===== src/design/hbbc_pkg.sv =====
// Package with shared types and constants of the block buffer cache tag table.
`timescale 1ns / 1ps
package hbbc_pkg;
	localparam int NumSlots = 32;
	localparam int NumBuckets = 17;
	localparam int SlotW = 5;
	localparam int BucketW = 5;
	localparam int RankW = 5;
	localparam logic [7:0] CountMax = 8'd255;

	typedef enum logic [1:0] {
		CMD_LOOKUP = 2'd0,
		CMD_RELEASE = 2'd1,
		CMD_PIN = 2'd2,
		CMD_UNPIN = 2'd3
	} cmd_t;

	typedef enum logic [1:0] {
		ST_OK = 2'd0,
		ST_NO_FREE = 2'd1,
		ST_ZERO = 2'd2,
		ST_OVERFLOW = 2'd3
	} status_t;

	// Commands from controller to datapath.
	typedef struct packed {
		logic load;       // capture the request and compute the bucket
		logic clr_idx;    // restart the slot scan
		logic scan_hit;   // examine the current slot for a tag match
		logic scan_free;  // examine the current slot for a never-used free slot
		logic scan_old;   // examine the current slot as an old victim
		logic next_bucket;// advance the bucket under search
		logic inc_idx;
		logic do_hit;     // apply the hit update
		logic do_count;   // apply release, pin or unpin
		logic prep_alloc; // latch the victim fields
		logic fix_rank;   // rank fix-up of the current slot
		logic do_alloc;   // write the victim entry
		logic do_fail;    // no victim
		logic out_load;
	} cmd_bus_t;

	typedef struct packed {
		logic       last_idx;
		logic       hit_found;
		logic       victim_found;
		logic       last_bucket;
		cmd_t       command;
		logic       out_full;
	} stat_bus_t;
endpackage


===== src/design/hbbc_ctrl.sv =====
// Controller state machine sequencing hash, scans and updates.
`timescale 1ns / 1ps
module hbbc_ctrl (
	input  logic                clk,
	input  logic                arst_n,
	input  logic                req_valid,
	input  logic                hash_done,
	input  hbbc_pkg::stat_bus_t stat,
	output hbbc_pkg::cmd_bus_t  cmd,
	output logic                hash_start
);
	typedef enum logic [11:0] {
		S_IDLE  = 12'b000000000001,
		S_DISP  = 12'b000000000010,
		S_HASH  = 12'b000000000100,
		S_HIT   = 12'b000000001000,
		S_FREE  = 12'b000000010000,
		S_OLD   = 12'b000000100000,
		S_PREP  = 12'b000001000000,
		S_FIX   = 12'b000010000000,
		S_DONE  = 12'b000100000000,
		S_ODD   = 12'b001000000000,
		S_FCHK  = 12'b010000000000,
		S_OCHK  = 12'b100000000000
	} state_t;

	state_t st_q;
	state_t st_d;

	always_comb begin
		cmd = '0;
		hash_start = 1'b0;
		st_d = st_q;
		case (st_q)
			S_IDLE: begin
				if (req_valid && !stat.out_full) begin
					cmd.load = 1'b1;
					st_d = S_DISP;
				end
			end
			S_DISP: begin
				cmd.clr_idx = 1'b1;
				if (stat.command == hbbc_pkg::CMD_LOOKUP) begin
					hash_start = 1'b1;
					st_d = S_HASH;
				end else begin
					st_d = S_ODD;
				end
			end
			S_ODD: begin
				cmd.do_count = 1'b1;
				st_d = S_IDLE;
			end
			S_HASH: if (hash_done) st_d = S_HIT;
			S_HIT: begin
				cmd.scan_hit = 1'b1;
				cmd.inc_idx = 1'b1;
				if (stat.last_idx) st_d = S_DONE;
			end
			S_DONE: begin
				if (stat.hit_found) begin
					cmd.do_hit = 1'b1;
					st_d = S_IDLE;
				end else begin
					cmd.clr_idx = 1'b1;
					st_d = S_FREE;
				end
			end
			S_FREE: begin
				cmd.scan_free = 1'b1;
				cmd.inc_idx = 1'b1;
				if (stat.victim_found) begin
					cmd.clr_idx = 1'b0;
					st_d = S_PREP;
				end else if (stat.last_idx) begin
					st_d = S_FCHK;
				end
			end
			// The last slot of the free scan has been examined by now.
			S_FCHK: begin
				if (stat.victim_found) begin
					st_d = S_PREP;
				end else begin
					cmd.clr_idx = 1'b1;
					st_d = S_OLD;
				end
			end
			S_OLD: begin
				cmd.scan_old = 1'b1;
				cmd.inc_idx = 1'b1;
				if (stat.last_idx) st_d = S_OCHK;
			end
			// One bucket has been scanned in full; take its oldest free slot or go on.
			S_OCHK: begin
				if (stat.victim_found) begin
					st_d = S_PREP;
				end else if (stat.last_bucket) begin
					cmd.do_fail = 1'b1;
					st_d = S_IDLE;
				end else begin
					cmd.next_bucket = 1'b1;
					st_d = S_OLD;
				end
			end
			S_PREP: begin
				cmd.prep_alloc = 1'b1;
				cmd.clr_idx = 1'b1;
				st_d = S_FIX;
			end
			S_FIX: begin
				cmd.fix_rank = 1'b1;
				cmd.inc_idx = 1'b1;
				if (stat.last_idx) begin
					cmd.do_alloc = 1'b1;
					st_d = S_IDLE;
				end
			end
			default: st_d = S_IDLE;
		endcase
	end

	always_ff @(posedge clk or negedge arst_n) begin
		if (!arst_n) st_q <= S_IDLE;
		else st_q <= st_d;
	end
endmodule


===== config.mk =====
export PLATFORM = sky130hd
export DESIGN_NAME = hbbc_ctrl
export DESIGN_NICKNAME = d
export VERILOG_FILES = /design/src/design/hbbc_pkg.sv /design/src/design/hbbc_ctrl.sv
export SDC_FILE = /design/constraint.sdc
export NUM_CORES = 1
export LEC_CHECK = 0
export ABC_AREA = 1
export BUFFER_PORTS_ARGS = -buffer_cell sky130_fd_sc_hd__buf_4
export CELL_PAD_IN_SITES_DETAIL_PLACEMENT = 0
export CELL_PAD_IN_SITES_GLOBAL_PLACEMENT = 2
export CORE_MARGIN = 2
export CORE_UTILIZATION = 27
export DETAILED_ROUTE_END_ITERATION = 10
export PLACE_DENSITY = 0.89
export SLEW_MARGIN = 20
export SYNTH_ARGS = -nofsm -noshare
export SYNTH_HDL_FRONTEND = slang
export SYNTH_SLANG_ARGS = --single-unit
export TNS_END_PERCENT = 50

===== constraint.sdc =====
create_clock -name clk -period 1.7 [get_ports clk]
set_input_delay 0.34 -clock clk [delete_from_list [all_inputs] [get_ports clk]]
set_output_delay 0.34 -clock clk [all_outputs]
set_load 0.01 [all_outputs]

==> Word level (Yosys, flattened, before mapping) <==
Index checks and enable logic that the tools add are counted.
{ "word_totals": {"ff_bits": 12, "latch_bits": 0, "ramBits": 0, "mem_bits_ro": 0, "inputBits": 11, "output_inout_bits": 15, "wordCells": 61, "n_memories": 0} }
{ "classes": {"addsub": 0, "mul": 0, "div_mod_pow": 0, "n_lt_le_gt_ge": 0, "n_eq_ne": 18, "n_shift": 0, "muxes": 36, "n_bitwise": 0, "reduce_logical": 6} }
{ "ops": {"columns": ["operator", "n"], "rows": [
  ["one-hot mux 12 bit (11 select lines)", 1],
  ["two-way mux 12 bit", 8],
  ["two-way mux 1 bit", 21],
  ["== test 12 x 1 -> 1 bit (second input constant)", 1],
  ["== test 12 x 10 -> 1 bit (second input constant)", 1],
  ["== test 12 x 11 -> 1 bit (second input constant)", 1],
  ["== test 12 bit (second input constant)", 1],
  ["== test 12 x 2 -> 1 bit (second input constant)", 1],
  ["== test 12 x 3 -> 1 bit (second input constant)", 1],
  ["== test 12 x 4 -> 1 bit (second input constant)", 1],
  ["== test 12 x 5 -> 1 bit (second input constant)", 1],
  ["== test 12 x 6 -> 1 bit (second input constant)", 1],
  ["== test 12 x 7 -> 1 bit (second input constant)", 1],
  ["== test 12 x 8 -> 1 bit (second input constant)", 1],
  ["== test 12 x 9 -> 1 bit (second input constant)", 1],
  ["two-way mux 10 bit", 1],
  ["inequality test 2 bit (second input constant)", 5],
  ["two-way mux 7 bit", 1],
  ["two-way mux 6 bit", 1],
  ["AND reduction 6 bit", 1],
  ["two-way mux 5 bit", 1],
  ["OR reduction 4 bit", 1],
  ["inequality test 3 bit (second input constant)", 1],
  ["one-hot mux 1 bit (3 select lines)", 1],
  ["5 further kinds", 5]
]} }

==> Depth between registers and ports, before layout <==
{ "depth": {"word_depth": 4, "mapped_depth": 10, "mapped_depth_nobuf": 10} }

==> Worst setup path before layout <==
OpenSTA, ideal clock, no wires.
{ "synth_path": {"path_kind": "reg-to-output", "from": "register st_q[7]", "to": "output port cmd[5] in the netlist's numbering", "arrival_ns": 1.284, "required_time_ns": 1.360, "setup_slack_ns": 0.076, "stages_incl_launch_ff": 6, "n_path_buf": 0, "cell_sequence": "dfrtp_1 -> nor2_2 -> nand2_4 -> nor2_4 -> inv_2 -> nor4_1"} }
{ "synth_lines": {"columns": ["element", "line_no", "source"], "rows": [
  ["start: declaration", "hbbc_ctrl.sv:27", "state_t st_q;"],
  ["start signal: assignment", "hbbc_ctrl.sv:124", "else st_q <= st_d;"],
  ["end: declaration", "hbbc_ctrl.sv:9", "output hbbc_pkg::cmd_bus_t cmd,"]
]} }

==> impl_results.html <==
<table>
<tr><th>Metric</th><th>Value</th></tr>
<tr><th colspan="2">Outcome</th></tr>
<tr><td>Status</td><td>finished, violations left</td></tr>
<tr><td>Violated checks</td><td>negative setup slack</td></tr>
<tr><th colspan="2">Critical path</th></tr>
<tr><td>Cell occurring most often along the worst timing path</td><td>sky130_fd_sc_hd__nor2_4</td></tr>
<tr><td>Kind of start point of the critical path</td><td>flip-flop</td></tr>
<tr><td>Crit path arrival time</td><td>1.50 ns</td></tr>
<tr><td>Path type of the worst setup path</td><td>flip-flop to output pin</td></tr>
<tr><td>Cells along the critical path</td><td>nor2_4, nand2_4, nor2_4, inv_2, nor2_4, nand2_2, nand4_1, buf_4</td></tr>
<tr><td>R2R Path End</td><td>st_q[3]</td></tr>
<tr><td>Required time at the endpoint of the critical path</td><td>between 1 and 1.5 ns</td></tr>
<tr><td>Maximum fanout along the worst path</td><td>5</td></tr>
<tr><td>Worst reg2reg path depth</td><td>10</td></tr>
<tr><td>Worst R2R Setup Slack</td><td>about 0.11 ns</td></tr>
<tr><td>Critical Path End Type</td><td>output pin</td></tr>
<tr><td>Slowest cell on the critical path</td><td>sky130_fd_sc_hd__dfrtp_1</td></tr>
<tr><td>Startpoint of the most critical register-to-register path</td><td>st_q[8]</td></tr>
<tr><td>Stage delay of the slowest cell on the critical path</td><td>0.41 ns</td></tr>
<tr><th colspan="2">CTS</th></tr>
<tr><td>Root buf cell</td><td>sky130_fd_sc_hd__clkbuf_8</td></tr>
<tr><td>Clock latency at the later pin of the worst-skew pair</td><td>between 0.2 and 0.25 ns</td></tr>
<tr><td>TritonCTS clock tree</td><td>built</td></tr>
<tr><td>Clock H-tree levels</td><td>1</td></tr>
<tr><td>TritonCTS Buffers</td><td>3</td></tr>
<tr><td>Clock Sinks</td><td>12</td></tr>
<tr><td>Clk slew on worst S/H paths</td><td>around 0.06 ns</td></tr>
<tr><td>Max Buffers Root-to-Sink</td><td>2</td></tr>
<tr><th colspan="2">Yosys</th></tr>
<tr><td>Portion of synthesized cell area occupied by the leading cell type</td><td>26.4%</td></tr>
<tr><td>Synthesized area per cell</td><td>~6.6 sq um</td></tr>
<tr><td>Leading cell types by count after synthesis</td><td>sky130_fd_sc_hd__inv_1, sky130_fd_sc_hd__nand2_1, sky130_fd_sc_hd__nor2_1</td></tr>
<tr><td>Cell types with the largest area share after synthesis</td><td>sky130_fd_sc_hd__dfrtp_1, sky130_fd_sc_hd__inv_1, sky130_fd_sc_hd__nand2_1</td></tr>
<tr><td>Mapped Nets</td><td>170</td></tr>
<tr><td>Number of warnings printed during yosys synthesis</td><td>0</td></tr>
<tr><td>Flip-flop and latch count after synthesis</td><td>12</td></tr>
<tr><td>Dominant register cell in the synthesized netlist</td><td>sky130_fd_sc_hd__dfrtp_1</td></tr>
<tr><td>Seq/Total Area, Yosys</td><td>28.9%</td></tr>
<tr><td>Async set-reset flop share out of synthesis</td><td>100%</td></tr>
<tr><td>Post-synthesis cell type count</td><td>22</td></tr>
<tr><td>Largest area contributor in the netlist</td><td>sky130_fd_sc_hd__dfrtp_1</td></tr>
<tr><td>Post-Syn Instances</td><td>approximately 160</td></tr>
<tr><td>Number of synthesized flops with an enable pin</td><td>0</td></tr>
<tr><td>Mapped cell area</td><td>0.00104 sq mm</td></tr>
<tr><td>Dominant cell by count in the synthesized netlist</td><td>sky130_fd_sc_hd__inv_1</td></tr>
<tr><th colspan="2">Die</th></tr>
<tr><td>Starting density of the core</td><td>between 20% and 30%</td></tr>
<tr><td>Full die area</td><td>about 0.0044 sq mm</td></tr>
<tr><td>Number of top-level pins</td><td>26</td></tr>
<tr><td>Horiz. Die Dim</td><td>66.1 um</td></tr>
<tr><td>Vertical die dimension</td><td>~66 um</td></tr>
<tr><td>Core area</td><td>about 0.0037 sq mm</td></tr>
<tr><td>Num rows</td><td>22</td></tr>
<tr><th colspan="2">STA</th></tr>
<tr><td>Fin. Hold Viols</td><td>0</td></tr>
<tr><td>Unrepaired setup endpoints after global routing</td><td>true</td></tr>
<tr><td>Skew final</td><td>0.00370 ns</td></tr>
<tr><td>PnR worst setup slack</td><td>-0.140 ns</td></tr>
<tr><td>Setup TNS</td><td>-0.779 ns</td></tr>
<tr><td>Clock period minus final worst setup slack</td><td>1.84 ns</td></tr>
<tr><td>Number of max-slew violations in the final report</td><td>0</td></tr>
<tr><td>Max frequency</td><td>544 MHz</td></tr>
<tr><td>Post-route clock period utilization</td><td>108%</td></tr>
<tr><td>Setup violations, final</td><td>12</td></tr>
<tr><th colspan="2">Detailed routing</th></tr>
<tr><td>Via density</td><td>4.45</td></tr>
<tr><td>Drt first-iter violations</td><td>38</td></tr>
<tr><td>Mean routed wirelength per cell</td><td>11.6 um</td></tr>
<tr><td>Final Routed Wirelength</td><td>between 2 and 3 mm</td></tr>
<tr><td>Via count of the routed design</td><td>1,107</td></tr>
<tr><td>First-pass DRT Iterations</td><td>4</td></tr>
<tr><td>Drc violations</td><td>0</td></tr>
<tr><td>Antenna Violating Nets Remaining</td><td>0</td></tr>
<tr><th colspan="2">Place</th></tr>
<tr><td>Hpwl dp</td><td>~2.2 mm</td></tr>
<tr><td>Placement-stage cell area</td><td>0.00131 sq mm</td></tr>
<tr><td>Final RePlAce weighted congestion</td><td>0.785</td></tr>
<tr><td>Count of input and output buffers</td><td>24</td></tr>
<tr><th colspan="2">Global route</th></tr>
<tr><td>Number of antenna violations at the first check in global routing</td><td>0</td></tr>
<tr><td>Vias in the first global route</td><td>1,067</td></tr>
<tr><td>First-pass GRT wire length</td><td>4.75 mm</td></tr>
<tr><td>GRT Util Overall</td><td>around 14%</td></tr>
<tr><td>Largest net degree at the start of global routing</td><td>13</td></tr>
<tr><td>Total global routing overflow</td><td>0</td></tr>
<tr><th colspan="2">Hold path</th></tr>
<tr><td>Endpoint, Worst Hold</td><td>st_q[6]</td></tr>
<tr><td>Type of the tightest min-delay check</td><td>input port to flip-flop</td></tr>
<tr><td>Hold path startpoint</td><td>stat[4]</td></tr>
<tr><td>Count of cells along the worst hold path</td><td>3</td></tr>
<tr><th colspan="2">Power</th></tr>
<tr><td>VDD IR-drop max</td><td>0.568 mV</td></tr>
<tr><td>Leakage dissipation</td><td>0.000888 uW</td></tr>
<tr><td>Pwr per Cell Area</td><td>~1000 mW/mm^2</td></tr>
<tr><td>Overall power of the completed layout</td><td>1510 uW</td></tr>
<tr><th colspan="2">Final layout</th></tr>
<tr><td>Number of nets in the final layout</td><td>213</td></tr>
<tr><td>Largest regs</td><td>st_q: 12 flops</td></tr>
<tr><td>Antenna fix cells</td><td>0</td></tr>
<tr><td>Area growth from synthesis to layout</td><td>46.5%</td></tr>
<tr><td>Max FFs per register</td><td>12</td></tr>
<tr><td>Most flop-heavy register</td><td>st_q</td></tr>
<tr><td>Share of layout cells above drive strength 1</td><td>42.3%</td></tr>
<tr><td>Post-route standard cell area excluding fillers</td><td>approximately 0.0015 sq mm</td></tr>
<tr><th colspan="2">Job</th></tr>
<tr><td>Count of max-cap constraint violations</td><td>0</td></tr>
</table>
-- area by class of cell --
| cell class | instances | area, sq um |
|---|---|---|
| Timing Repair Buffer | 39 | 307 |
| Fill cell | 409 | 2160 |
| Multi-Input combinational cell | 109 | 674 |
| Tap cell | 48 | 60.1 |
| Inverter | 37 | 139 |
| Clock buffer | 4 | 45.0 |
| Sequential cell | 12 | 302 |
-- routing by layer --
metal | up-vias | track usage, % | share of wire [%]
li1 | 560 | - | -
met1 | 514 | 16.9 | 43
met2 | 27 | 25.9 | 51
met3 | 6 | 3.58 | 5.0
met4 | 0 | 3.32 | 1.0
met5 | - | 0 | 0
-- cell families after synthesis --
| logic type | share of synthesized area [%] |
|---|---|
| buf+inv | 14.0 |
| other cells | 0.360 |
| flops | 28.9 |
| simple gates | 53.5 |
| compound gates | 3.12 |
-- through the flow --
step                utilization, %  worst slack (ns)  instances  hold WS [ns]
floorplan                        -            0.0759        159        0.0444
global placement              35.4            0.0861        234         0.191
detailed placement            35.4            0.0633        234         0.195
CTS                           40.5            -0.149        249         0.337
global route                  41.4            -0.236        249         0.372
finish                        41.4            -0.140        249         0.336
-- cell usage in the layout (no fill, tap or decap), drive strengths merged --
cell type,synthesis,routed
dfrtp,11,11
inv,37,37
o22ai,1,1
nand4,5,5
nor4,1,1
nor2,33,33
dlygate4sd3,0,1
o21ai,3,3
conb,1,1
dfstp,1,1
nand2,46,46
a21oi,1,1
buf,1,38
clkbuf,0,4
nand3,15,15
nor3,3,3
-- worst max path at each step --
stage,start,endpoint,slack [ns],cells past startpoint
global placement,st_q[2],cmd[5],0.09,6
finish,st_q[7],cmd[12],-0.14,8
detailed placement,st_q[3],cmd[12],0.06,8
floorplan,st_q[7],cmd[5],0.08,5
CTS,st_q[3],cmd[12],-0.15,8
global route,st_q[7],cmd[12],-0.24,8
-- report_power, final --
| part | internal, uW | leakage [uW] | switching [uW] |
|---|---|---|---|
| Combinational | 363 | 0.000702 | 498 |
| Clock | 166 | 0.0000228 | 112 |
| Sequential | 330 | 0.000163 | 38.6 |
| Total | 858 | 0.000888 | 649 |
-- repair_timing --
| action | in CTS | in global routing |
|---|---|---|
| endpoints found under the setup margin | 14 | 15 |
| buffers inserted | 10 | 0 |
| hold buffers | 1 | 0 |
| endpoints found under the hold margin | 11 | 0 |
| pin swaps | 10 | 5 |
| resized for setup | 17 | 11 |
-- critical path: cells and delay by family, from the launching register on --
family	cells	cell delay, ns
flops	1	0.41
simple gates	6	0.66
buf+inv	2	0.20
No activity file was read; power rests on OpenSTA's default activity.
