**config.mk**
```make
export PLATFORM = sky130hd
export DESIGN_NAME = hbbc_mod17
export DESIGN_NICKNAME = d
export VERILOG_FILES = /design/src/design/hbbc_mod17.sv
export SDC_FILE = /design/constraint.sdc
export NUM_CORES = 1
export LEC_CHECK = 0
export BUFFER_PORTS_ARGS = -buffer_cell sky130_fd_sc_hd__buf_2
export CORE_MARGIN = 1.5
export CORE_UTILIZATION = 52
export DETAILED_ROUTE_END_ITERATION = 8
export PLACE_DENSITY = 0.75
export SETUP_SLACK_MARGIN = 0.05
export SLEW_MARGIN = 25
export SYNTH_ARGS = -nofsm -noshare
export SYNTH_HDL_FRONTEND = slang
export SYNTH_SLANG_ARGS = --single-unit
```
**constraint.sdc**
```tcl
create_clock -name clk -period 3.8 [get_ports clk]
set_input_delay 0 -clock clk [delete_from_list [all_inputs] [get_ports clk]]
set_output_delay 0 -clock clk [all_outputs]
set_load 0.01 [all_outputs]
```
**src/design/hbbc_mod17.sv**
```systemverilog
// Serial reduction of a 32-bit value modulo 17, four bits a cycle.
`timescale 1ns / 1ps
module hbbc_mod17 (
	input  logic        clk,
	input  logic        arst_n,
	input  logic        start,
	input  logic [31:0] value,
	output logic        done,
	output logic [4:0]  rem
);
	logic [31:0] sh_q;
	logic [3:0]  cnt_q;
	logic [4:0]  r_q;
	logic        busy_q;
	logic [8:0]  nxt;

	// r*16 + nibble; r<17 so value < 288, reduce by trial subtracts.
	always_comb begin
		nxt = {r_q, 4'b0} + {5'b0, sh_q[31:28]};
		if (nxt >= 9'd272) nxt = nxt - 9'd272;
		if (nxt >= 9'd136) nxt = nxt - 9'd136;
		if (nxt >= 9'd68) nxt = nxt - 9'd68;
		if (nxt >= 9'd34) nxt = nxt - 9'd34;
		if (nxt >= 9'd17) nxt = nxt - 9'd17;
	end

	always_ff @(posedge clk or negedge arst_n) begin
		if (!arst_n) begin
			busy_q <= 1'b0;
			cnt_q <= '0;
			done <= 1'b0;
		end else begin
			done <= 1'b0;
			if (start) begin
				busy_q <= 1'b1;
				cnt_q <= '0;
			end else if (busy_q) begin
				cnt_q <= cnt_q + 4'd1;
				if (cnt_q == 4'd7) begin
					busy_q <= 1'b0;
					done <= 1'b1;
				end
			end
		end
	end

	always_ff @(posedge clk) begin
		if (start) begin
			sh_q <= value;
			r_q <= '0;
		end else if (busy_q) begin
			sh_q <= {sh_q[27:0], 4'b0};
			r_q <= nxt[4:0];
		end
	end

	assign rem = r_q;
endmodule

```
### After elaboration in Yosys (flattened, before gate mapping)

Index checks and enable logic that the tools add are counted.

* $lt $le $gt $ge: 5
* equal/unequal tests: 1
* reduce and logical (&&, ||, !) cells: 1
* muxes and demuxes: 15
* $add $sub $neg: 7

Operators by type and width (number)
* 32-bit 2-to-1 mux: 2
* 9-bit 2-to-1 mux: 4
* 9-bit by 4-bit adder with 9-bit output: 1
* 9-bit by 5-bit >= comparator with 1-bit output, second input constant: 1
* 9-bit by 6-bit >= comparator with 1-bit output, second input constant: 1
* 9-bit by 7-bit >= comparator with 1-bit output, second input constant: 1
* 9-bit by 8-bit >= comparator with 1-bit output, second input constant: 1
* 9-bit >= comparator, second input constant: 1
* 9-bit by 6-bit subtractor with 9-bit output, second input constant: 1
* 9-bit by 7-bit subtractor with 9-bit output, second input constant: 1
* 9-bit by 8-bit subtractor with 9-bit output, second input constant: 1
* 9-bit subtractor, second input constant: 1
* 4-bit 2-to-1 mux: 2
* 1-bit 2-to-1 mux: 6
* 5-bit 2-to-1 mux: 1
* 5-bit subtractor, second input constant: 1
* 4-bit by 1-bit adder with 4-bit output, second input constant: 1
* 4-bit by 3-bit == test with 1-bit output, second input constant: 1
* 2-bit nonzero test: 1

* word-level logic and storage cells: 34
* register bits: 43
* input port bits: 35
* output and inout bits: 6

### Logic depth before layout (Yosys ltp)

Gate-level depths: netlist of the first run.

* word-level depth: 11
* depth in mapped cells: 21
* mapped depth without buffers: 20

### Least setup slack after synthesis of the first run

OpenSTA, ideal clock, no wires.

* path kind: reg-to-reg
* start point: register r_q[0], in the netlist rem[0]
* end point: register r_q[1], in the netlist rem[1]
* arrival time: 4.239 ns
* buffers on the path: 2
* clock period less this slack: 4.327 ns
* cell stages (with the launch flop): 20
* slack: -0.527 ns
* cell sequence: dfxtp_1 -> buf_6 -> inv_1 -> ha_1 -> and2_1 -> a32o_1 -> o21ai_0 -> a221o_1 -> o21ai_0 -> o21a_1 -> inv_1 -> ha_1 -> inv_1 -> o311a_4 -> or3b_1 -> buf_6 -> mux2i_4 -> o211a_1 -> or3_1 -> a311oi_2

* cells in the longest elaborated chain, start to end: 11

Ends and longest elaborated chain
* start: declaration: line 13 `logic [4:0] r_q;`
* start signal: assignment: line 53 `r_q <= nxt[4:0];`
* 9-bit by 4-bit adder with 9-bit output *: line 19 `nxt = {r_q, 4'b0} + {5'b0, sh_q[31:28]};`
* 9-bit subtractor / 9-bit >= comparator (equally long branches): line 20 `if (nxt >= 9'd272) nxt = nxt - 9'd272;`
* 9-bit 2-to-1 mux *: line 20
* 9-bit by 8-bit subtractor with 9-bit output / 9-bit by 8-bit >= comparator with 1-bit output (equally long branches): line 21 `if (nxt >= 9'd136) nxt = nxt - 9'd136;`
* 9-bit 2-to-1 mux *: line 21
* 9-bit by 7-bit subtractor with 9-bit output / 9-bit by 7-bit >= comparator with 1-bit output (equally long branches): line 22 `if (nxt >= 9'd68) nxt = nxt - 9'd68;`
* 9-bit 2-to-1 mux *: line 22
* 9-bit by 6-bit subtractor with 9-bit output / 9-bit by 6-bit >= comparator with 1-bit output (equally long branches): line 23 `if (nxt >= 9'd34) nxt = nxt - 9'd34;`
* 9-bit 2-to-1 mux *: line 23
* 9-bit by 5-bit >= comparator with 1-bit output / 5-bit subtractor (equally long branches): line 24 `if (nxt >= 9'd17) nxt = nxt - 9'd17;`
* 5-bit 2-to-1 mux *: line 24

Every way passes the cells marked *; elsewhere a longest branch is shown, timed or not.
A chain may end at the register's enable or synchronous reset.

### Worst setup path in the final report of the first run

* start point: register r_q[3], in the netlist rem[3]
* end point: register r_q[3], in the netlist rem[3]

Same word-level chain as after synthesis.

==> impl_metrics.toml, run 1 <==
[synth]
avgSynthCellArea_um2 = 10.3
synth-edff-count = 32
synthFlopType = "edfxtp_1"
ys_types = 73
synth_seq_cells = 43
yosysMostFrequentCell = "edfxtp_1"
async_reset_ff_share_pct = 14.0
synth_top_area_share_pct = 33.2
ys_seq_area_share_pct = 41.8
syn_inst = 281
synth_common_cells = "edfxtp_1 (32), mux2_2 (28), nor2_1 (22)"
syn-num-nets = 320
synth_top_area_cell = "edfxtp_1"
syn-cell-area_um2 = 2900
ys_top_cells_by_area = "edfxtp_1 (33%), mux2_2 (11%), dfrtp_1 (5.2%), dfxtp_1 (3.5%), nor2_1 (2.9%)"
yosys_warnings = 0

[detailed_routing]
drcViolationCount = 0
first_pass_iters = 5
drt_wl_total_um = 8920
postRouteAntennaNets = 0
via_per_inst = 6.00
initialDrtViolationCount = 239
wl_per_cell_um = 18.3
vias = 2926

[job]
maxCapViolCount = 0

[global_routing]
grt_pass1_wl_um = 14200
grt_max_degree = 41
antenna_found_initial = 0
grt_util_all_layers_pct = 30.1
overflow = 0
grt_pass1_vias = 3006

[placement]
dp_hpwl_um = 5950
gp_congestion = 1.12
post_dp_cell_area_um2 = 3710
place_ws_ns = -0.328
io_buffers = 40

[setup_path]
timing.reg2reg.setup_slack_ns = -0.34
cp.arrival_ns = 4.30
worst-setup-path-type = "reg -> reg"
r2r_end = "rem[3]"
r2r_cells = 17
r2r-start = "rem[3]"
cp.required_ns = 3.96
crit_fanout = 4
worst_setup_path_end_kind = "flip-flop"
startpoint = "rem[3]"
start_kind = "flip-flop"

[hold_path]
holdCritStartpoint = "value[25]"
min_to = "sh_q[25]"
hold_path.class = "in -> reg"
min_path_cells = 2

[sta]
tns_ns = -1.40
whs_ns = 0.00408
finalCritPeriodShare_pct = 109
worstMarginPinSlew_ns = 0.858
clock_skew_ns = 0.00671
rsz0062_at_grt = "true"
worst_slack_ns = -0.342
hold_viol = 0
finalSetupViolations = 5
fmax_mhz = 241
fin_crit_ns = 4.14
slew_headroom_pct = 42.8
slew_violations = 0

[power]
peakVddDrop_mv = 0.784
power.leakage_uw = 0.00182
power.density_nw_per_um2 = 935

[floorplanning]
die_area_um2 = 6020
ioPinCount = 41
core_um2 = 5240
fp.dieH_um = 77.6
die-width_um = 77.6
start_util_pct = 55.3
rows = 26

[layout]
syn2layout_area_growth_pct = 47.5
diodes = 0
nFillCells = 293
multiInputGateArea_um2 = 1780
fin_nets = 456
seqCellArea_um2 = 1220
final_area_um2 = 4270
drive_above_1_share_pct = 52.9
final_util_pct = 81.5

[clock_tree]
cts_buffers = 5
clock_latency_ns = 0.30
htree_levels = 2
clock_path_buffers = 2
cts_tree = "built"
clkSinkCount = 43
root_buffer = "clkbuf_8"
clk_pin_slew_worst_paths_ns = 0.08

[status]
violations = "negative setup slack"
status = "finished with violations"
## layout by cell type (no fill, tap or decap), drive strengths merged, types with 9 or more instances in the layout
| cell type | netlist | layout |
|---|---|---|
| buf | 8 | 125 |
| nand2 | 21 | 21 |
| o21ai | 14 | 14 |
| a21oi | 9 | 9 |
| nor2 | 22 | 22 |
| nor3 | 11 | 11 |
| nand3 | 11 | 11 |
| inv | 11 | 11 |
| edfxtp | 32 | 32 |
| dlygate4sd3 | 0 | 19 |
| mux2 | 28 | 28 |
## kinds of logic after synthesis
family	share of synthesized area, %
adder cells (fa/ha/maj)	1.73
AND/OR/NAND/NOR	18.2
AO/OA/AOI/OAI	19.2
buffers and inverters	4.15
multiplexers	12.7
flip-flops	41.8
XOR/XNOR	2.12
## per-stage QoR
stage | power, µW | std cells
final | 3990 | 488
after global routing | 4190 | 488
after CTS | 3580 | 484
after detailed placement | 2990 | 453
after global placement | 2940 | 453
after floorplan | 2030 | 281
## per-layer routing
layer | routed length, µm | up-vias | track usage (%)
met5 | 0 | - | 0
met4 | 184 | 0 | 8.00
met3 | 574 | 20 | 8.00
met1 | 3380 | 1423 | 33.6
met2 | 4770 | 138 | 55.9
li1 | - | 1345 | -
## power breakdown
part / leakage, µW / internal (µW) / switching, µW
Clock: 0.0000563 / 169 / 160
Sequential: 0.000467 / 578 / 45.6
Combinational: 0.00130 / 1530 / 1510
## cell type report
| type | count | area share, % |
|---|---|---|
| multi-input combinational | 212 | 41.6 |
| clock inverter | 2 | 0.322 |
| sequential | 43 | 28.6 |
| clock buffer | 6 | 2.20 |
| inverter | 11 | 0.967 |
| tap | 70 | 2.05 |
| timing repair buffer | 144 | 24.3 |
## critical path: stages, from the launching register on
cell      delay [ns]
dfxtp_4         0.36
o311ai_2        0.26
o21a_1          0.20
ha_2            0.20
inv_2           0.06
a31o_4          0.22
o2111a_1        0.13
o311a_1         0.37
a21o_1          0.22
or4_4           0.43
o311a_4         0.15
or3b_4          0.40
mux2i_4         0.20
buf_4           0.14
buf_6           0.12
o211ai_4        0.22
and4_4          0.26
nor4_2          0.05
## worst max path at each step
stage	slack (ns)	cells past startpoint	endpoint
4_1_cts	-0.27	15	rem[1]
3_3_place_gp	-0.30	17	rem[1]
6_report	-0.34	17	rem[3]
5_1_grt	-0.46	17	rem[3]
2_1_floorplan	-0.31	14	rem[1]
3_5_place_dp	-0.33	18	rem[1]
## flip-flops by register name, summed over array words and instances (netlist names)
signal	count
sh_q	32
rem	5
cnt_q	4
busy_q	1
done	1
## timing repair
action / 4_1_cts / 5_1_grt
hold buffers: 18 / 1
hold endpoints to repair: 23 / 1
resized for setup: 23 / 27
endpoints found under the setup margin: 5 / 5
pin swaps: 13 / 15
setup buffers: 5 / 3
Power figures use the tool's default switching activity.
==> run 2: changes to the inputs <==
- ABC_AREA: not set -> 1
- PLACE_DENSITY: 0.75 -> 0.76
==> run 2 against run 1 <==
  * The flow now finishes without violations
  * Via count decreased by 12%
  * Routed wire length down 25%
  * First-iteration DRC count fell by 25%
  * Final area fell by 15%
  * Worst setup slack improved by 0.55 ns
  * Non-clock buffer count is 60 lower
  * Die area down 4.5%
  * Core utilization down 10 points
  * Synthesized cell count rose by 28%
  * Critical path depth up 13
  * Clock-buffer cell count did not move
  * Sequential share of layout area is 4.9 points higher
  * Critical path type unchanged
  * Largest cell class unchanged
  * Highest routed layer unchanged
==> impl_metrics.toml, run 2 <==
[synth]
synth-edff-count = 32
synth_seq_cells = 43
ys_types = 28
synth_top_area_share_pct = 34.8
synth_common_cells = "nand2_1 (157), inv_1 (33), edfxtp_1 (32)"
syn-cell-area_um2 = 2760
avgSynthCellArea_um2 = 7.68
yosys_warnings = 0
ys_seq_area_share_pct = 43.9
yosysMostFrequentCell = "nand2_1"
syn-num-nets = 398
synth_top_area_cell = "edfxtp_1"
async_reset_ff_share_pct = 14.0
synthFlopType = "edfxtp_1"
ys_top_cells_by_area = "edfxtp_1 (35%), nand2_1 (21%), dfrtp_1 (5.4%), nand3_1 (4.5%), inv_1 (4.5%)"
syn_inst = 359

[clock_tree]
htree_levels = 2
cts_tree = "built"
clkSinkCount = 43
root_buffer = "clkbuf_8"
clk_pin_slew_worst_paths_ns = 0.08
clock_latency_ns = 0.29
cts_buffers = 5
clock_path_buffers = 2

[sta]
whs_ns = 0.0136
slew_violations = 0
slew_headroom_pct = 36.9
fmax_mhz = 278
hold_viol = 0
worst_slack_ns = 0.204
fin_crit_ns = 3.60
tns_ns = 0
finalCritPeriodShare_pct = 94.6
clock_skew_ns = 0.0104
finalSetupViolations = 0
worstMarginPinSlew_ns = 0.945

[layout]
drive_above_1_share_pct = 27.5
nFillCells = 378
final_cell_mix = "nand2_1 (148), buf_2 (40), inv_1 (32), dlygate4sd3_1 (32), edfxtp_1 (32)"
multiInputGateArea_um2 = 1480
seqCellArea_um2 = 1220
final_common_cell = "nand2_1"
top_register = "sh_q"
diodes = 0
fin_nets = 482
syn2layout_area_growth_pct = 31.8
largest_reg_flops = 32

[placement]
gp_congestion = 0.828
dp_hpwl_um = 3820
place_ws_ns = 0.00420
io_buffers = 40

[global_routing]
grt_max_degree = 38
overflow = 0
antenna_found_initial = 0
grt_pass1_wl_um = 10400
grt_util_all_layers_pct = 23.8
grt_pass1_vias = 2338

[setup_path]
cp_slowest_cell = "dfxtp_1"
crit_buf_inv = 4
cpMostUsedCell = "nand2_2"
startpoint = "rem[2]"
cp_top_family = "simple AND/OR/NAND/NOR gates"
worst_setup_path_end_kind = "flip-flop"
r2r-start = "rem[2]"
cp.arrival_ns = 3.78
crit_fanout = 8
start_kind = "flip-flop"
worst-setup-path-type = "reg -> reg"
critical_path.max_stage_delay_ns = 0.38
cp.required_ns = 3.98

[detailed_routing]
drt_wl_total_um = 6640
initialDrtViolationCount = 180
vias = 2573
wl_per_cell_um = 12.9
postRouteAntennaNets = 0
drcViolationCount = 0
via_per_inst = 5.01
first_pass_iters = 5

[floorplanning]
fp.dieH_um = 75.8
core_um2 = 5110
rows = 26
ioPinCount = 41
die_area_um2 = 5750
die-width_um = 75.8
start_util_pct = 54.0

[hold_path]
holdCritStartpoint = "value[23]"
hold_path.class = "in -> reg"

[status]
status = "finished clean"

[job]
maxCapViolCount = 0
run 2: worst paths after layout:
check	endpoint	slack, ns	cells after the start
worst max-delay path	rem[0]	0.20	30
worst min-delay path	sh_q[23]	0.01	3
max in group asynchronous	cnt_q[1]	3.59	2
worst min register to register	cnt_q[3]	0.47	1
worst max register to register	rem[0]	0.20	30
min in group asynchronous	done	0.06	2
run 2: timing repair:
action | in CTS | in global routing
setup endpoints to repair | 4 | 5
pin swaps | 4 | 17
hold buffers | 32 | 0
buffers inserted | 3 | 7
hold endpoints to repair | 37 | 0
resized for setup | 5 | 27
run 2: kinds of logic (layout without fill, tap and decap cells):
logic type                 Yosys count  in the layout  synth area share, %
xor gates and xnor gates             4              4                 1.27
DFF                                 43             43                 43.9
buffers and inverters               47            132                 6.44
adders and majority gates            4              4                 1.81
and+or+nand+nor                    242            242                 41.2
AOI/OAI and AO/OA                   19             19                 5.35
run 2: per-stage QoR:
stage          cell area [µm²]  util (%)  instances
2_1_floorplan             2760         -        359
3_3_place_gp              3040      59.4        464
3_5_place_dp              3040      59.4        464
4_1_cts                   3480      68.1        507
5_1_grt                   3640      71.2        514
6_report                  3640      71.2        514
run 2: layout make-up:
cell class              count  share of cell area [%]
clock buffers               6                    2.00
clock inverters             2                   0.344
inverters                  40                    4.16
multi-input cells         269                    40.8
flip-flops and latches     43                    33.5
well taps                  70                    2.41
repair buffers             84                    16.8
run 2: worst reg2reg max path, delay by kind of cell, from the launching register on:
| kind | cells | cell delay, ns |
|---|---|---|
| fa+ha+maj | 2 | 0.30 |
| compound gates | 3 | 0.55 |
| flops | 1 | 0.38 |
| simple gates | 21 | 2.02 |
| buf+inv | 4 | 0.24 |
run 2: per-layer routing:
metal,global-route usage [%],wire (µm)
met1,30.3,2710
met2,40.9,3670
met3,4.63,194
met4,7.54,70
met5,0,0
Power of run 2 is not shown: default switching activity piles up to over one toggle a cycle in this logic, so the estimate is an artifact.
==> run 3: changes to the inputs <==
- HOLD_SLACK_MARGIN: not set -> 0.03
==> run 3 against run 2 <==
  * Die area unchanged
  * Fmax decreased by 0.21%
  * Worst setup slack got worse by 0.0076 ns
  * Final area increased by 0.28%
  * Core utilization increased by 0.20 points
  * Non-clock buffer count increased by 1
  * Sequential cell count unchanged
  * Critical endpoint unchanged
  * First-iteration DRC count increased by 4.4%
==> impl_metrics.toml, run 3 (synthesis gave the netlist of run 2 again) <==
[status]
status = "finished clean"

[floorplanning]
core_um2 = 5110
die_area_um2 = 5750
rows = 26
fp.dieH_um = 75.8
die-width_um = 75.8
start_util_pct = 54.0
ioPinCount = 41

[detailed_routing]
vias = 2589
initialDrtViolationCount = 188
postRouteAntennaNets = 0
wl_per_cell_um = 13.0
drt_wl_total_um = 6690
first_pass_iters = 4
drcViolationCount = 0
via_per_inst = 5.03

[sta]
worstMarginPinSlew_ns = 0.925
fin_crit_ns = 3.60
finalSetupViolations = 0
slew_violations = 0
hold_viol = 0
fmax_mhz = 278
finalCritPeriodShare_pct = 94.8
slew_headroom_pct = 38.2
clock_skew_ns = 0.00982

[clock_tree]
clock_latency_ns = 0.29
root_buffer = "clkbuf_8"
cts_tree = "built"
htree_levels = 2
clkSinkCount = 43
cts_buffers = 5
clk_pin_slew_worst_paths_ns = 0.08
clock_path_buffers = 2

[layout]
syn2layout_area_growth_pct = 32.2
final_common_cell = "nand2_1"
nFillCells = 376
seqCellArea_um2 = 1220
diodes = 0
largest_reg_flops = 32
fin_nets = 483
final_cells = 515
final_cell_mix = "nand2_1 (148), buf_2 (40), dlygate4sd3_1 (33)"
top_register = "sh_q"
drive_above_1_share_pct = 27.4
multiInputGateArea_um2 = 1480
final_area_um2 = 3650

[setup_path]
start_kind = "flip-flop"
cp_slowest_cell = "dfxtp_1"
r2r-start = "rem[2]"
cp.depth = 30
cp.arrival_ns = 3.79
cp_top_family = "simple AND/OR/NAND/NOR gates"
crit_buf_inv = 4
critical_path.max_stage_delay_ns = 0.38
worst_setup_path_end_kind = "flip-flop"
cp.required_ns = 3.99
r2r_cells = 30
worst-setup-path-type = "reg -> reg"
cpMostUsedCell = "nand2_2"
timing.reg2reg.setup_slack_ns = 0.20
r2r_end = "rem[0]"
crit_fanout = 8

[global_routing]
grt_util_all_layers_pct = 23.8
overflow = 0
grt_pass1_wl_um = 10400
antenna_found_initial = 0
grt_max_degree = 38
grt_pass1_vias = 2345

[power]
power.leakage_uw = 0.00184
peakVddDrop_mv = 0.521
power.density_nw_per_um2 = 1020

[placement]
post_dp_cell_area_um2 = 3040
dp_hpwl_um = 3820
io_buffers = 40
gp_congestion = 0.828
place_inst = 464

[hold_path]
hold_path.class = "in -> async"

[job]
maxCapViolCount = 0
-- run 3: layout make-up --
type                       instances  share of cell area (%)
multi-input combinational        269                    40.7
clock buffer                       6                    1.99
clock inverter                     2                   0.343
inverter                          40                    4.15
timing repair buffer              85                    17.0
tap                               70                    2.40
sequential                        43                    33.4
-- run 3: worst max-delay path by stage --
stage            from      to
2_1_floorplan  rem[2]  rem[1]
3_3_place_gp   rem[0]  rem[1]
3_5_place_dp   rem[1]  rem[0]
4_1_cts        rem[0]  rem[1]
5_1_grt        rem[3]  rem[1]
6_report       rem[2]  rem[0]
-- run 3: per-layer routing --
metal / routed length [µm] / vias up / track usage, %
met1: 2740 / 1180 / 30.6
met4: 110 / 0 / 7.54
met3: 256 / 16 / 4.63
li1: - / 1319 / -
met2: 3590 / 74 / 40.6
met5: 0 / - / 0
-- run 3: report_power, final --
part           internal [µW]  switching (µW)  leakage (µW)
Clock                    129             157     0.0000428
Combinational           1080            1740       0.00132
Sequential               576            44.4      0.000475
Total                   1780            1940       0.00184
-- run 3: repair_timing --
action,CTS,global route
hold buffers,33,0
setup buffers,3,7
gates resized for setup,5,27
endpoints found under the setup margin,4,5
hold endpoints to repair,38,0
pin swaps,4,17
-- run 3: stage by stage --
stage | hold slack [ns] | util (%) | total power (µW) | setup TNS, ns | setup WS, ns
floorplan | -0.296 | - | 2560 | 0 | 0.346
global placement | -0.172 | 59.4 | 2880 | 0 | 0.156
detailed placement | -0.167 | 59.4 | 2930 | 0 | 0.00420
CTS | 0.0542 | 68.3 | 3300 | 0 | 0.0514
global route | 0.0543 | 71.4 | 4070 | -0.115 | -0.0352
finish | 0.0510 | 71.4 | 3720 | 0 | 0.197
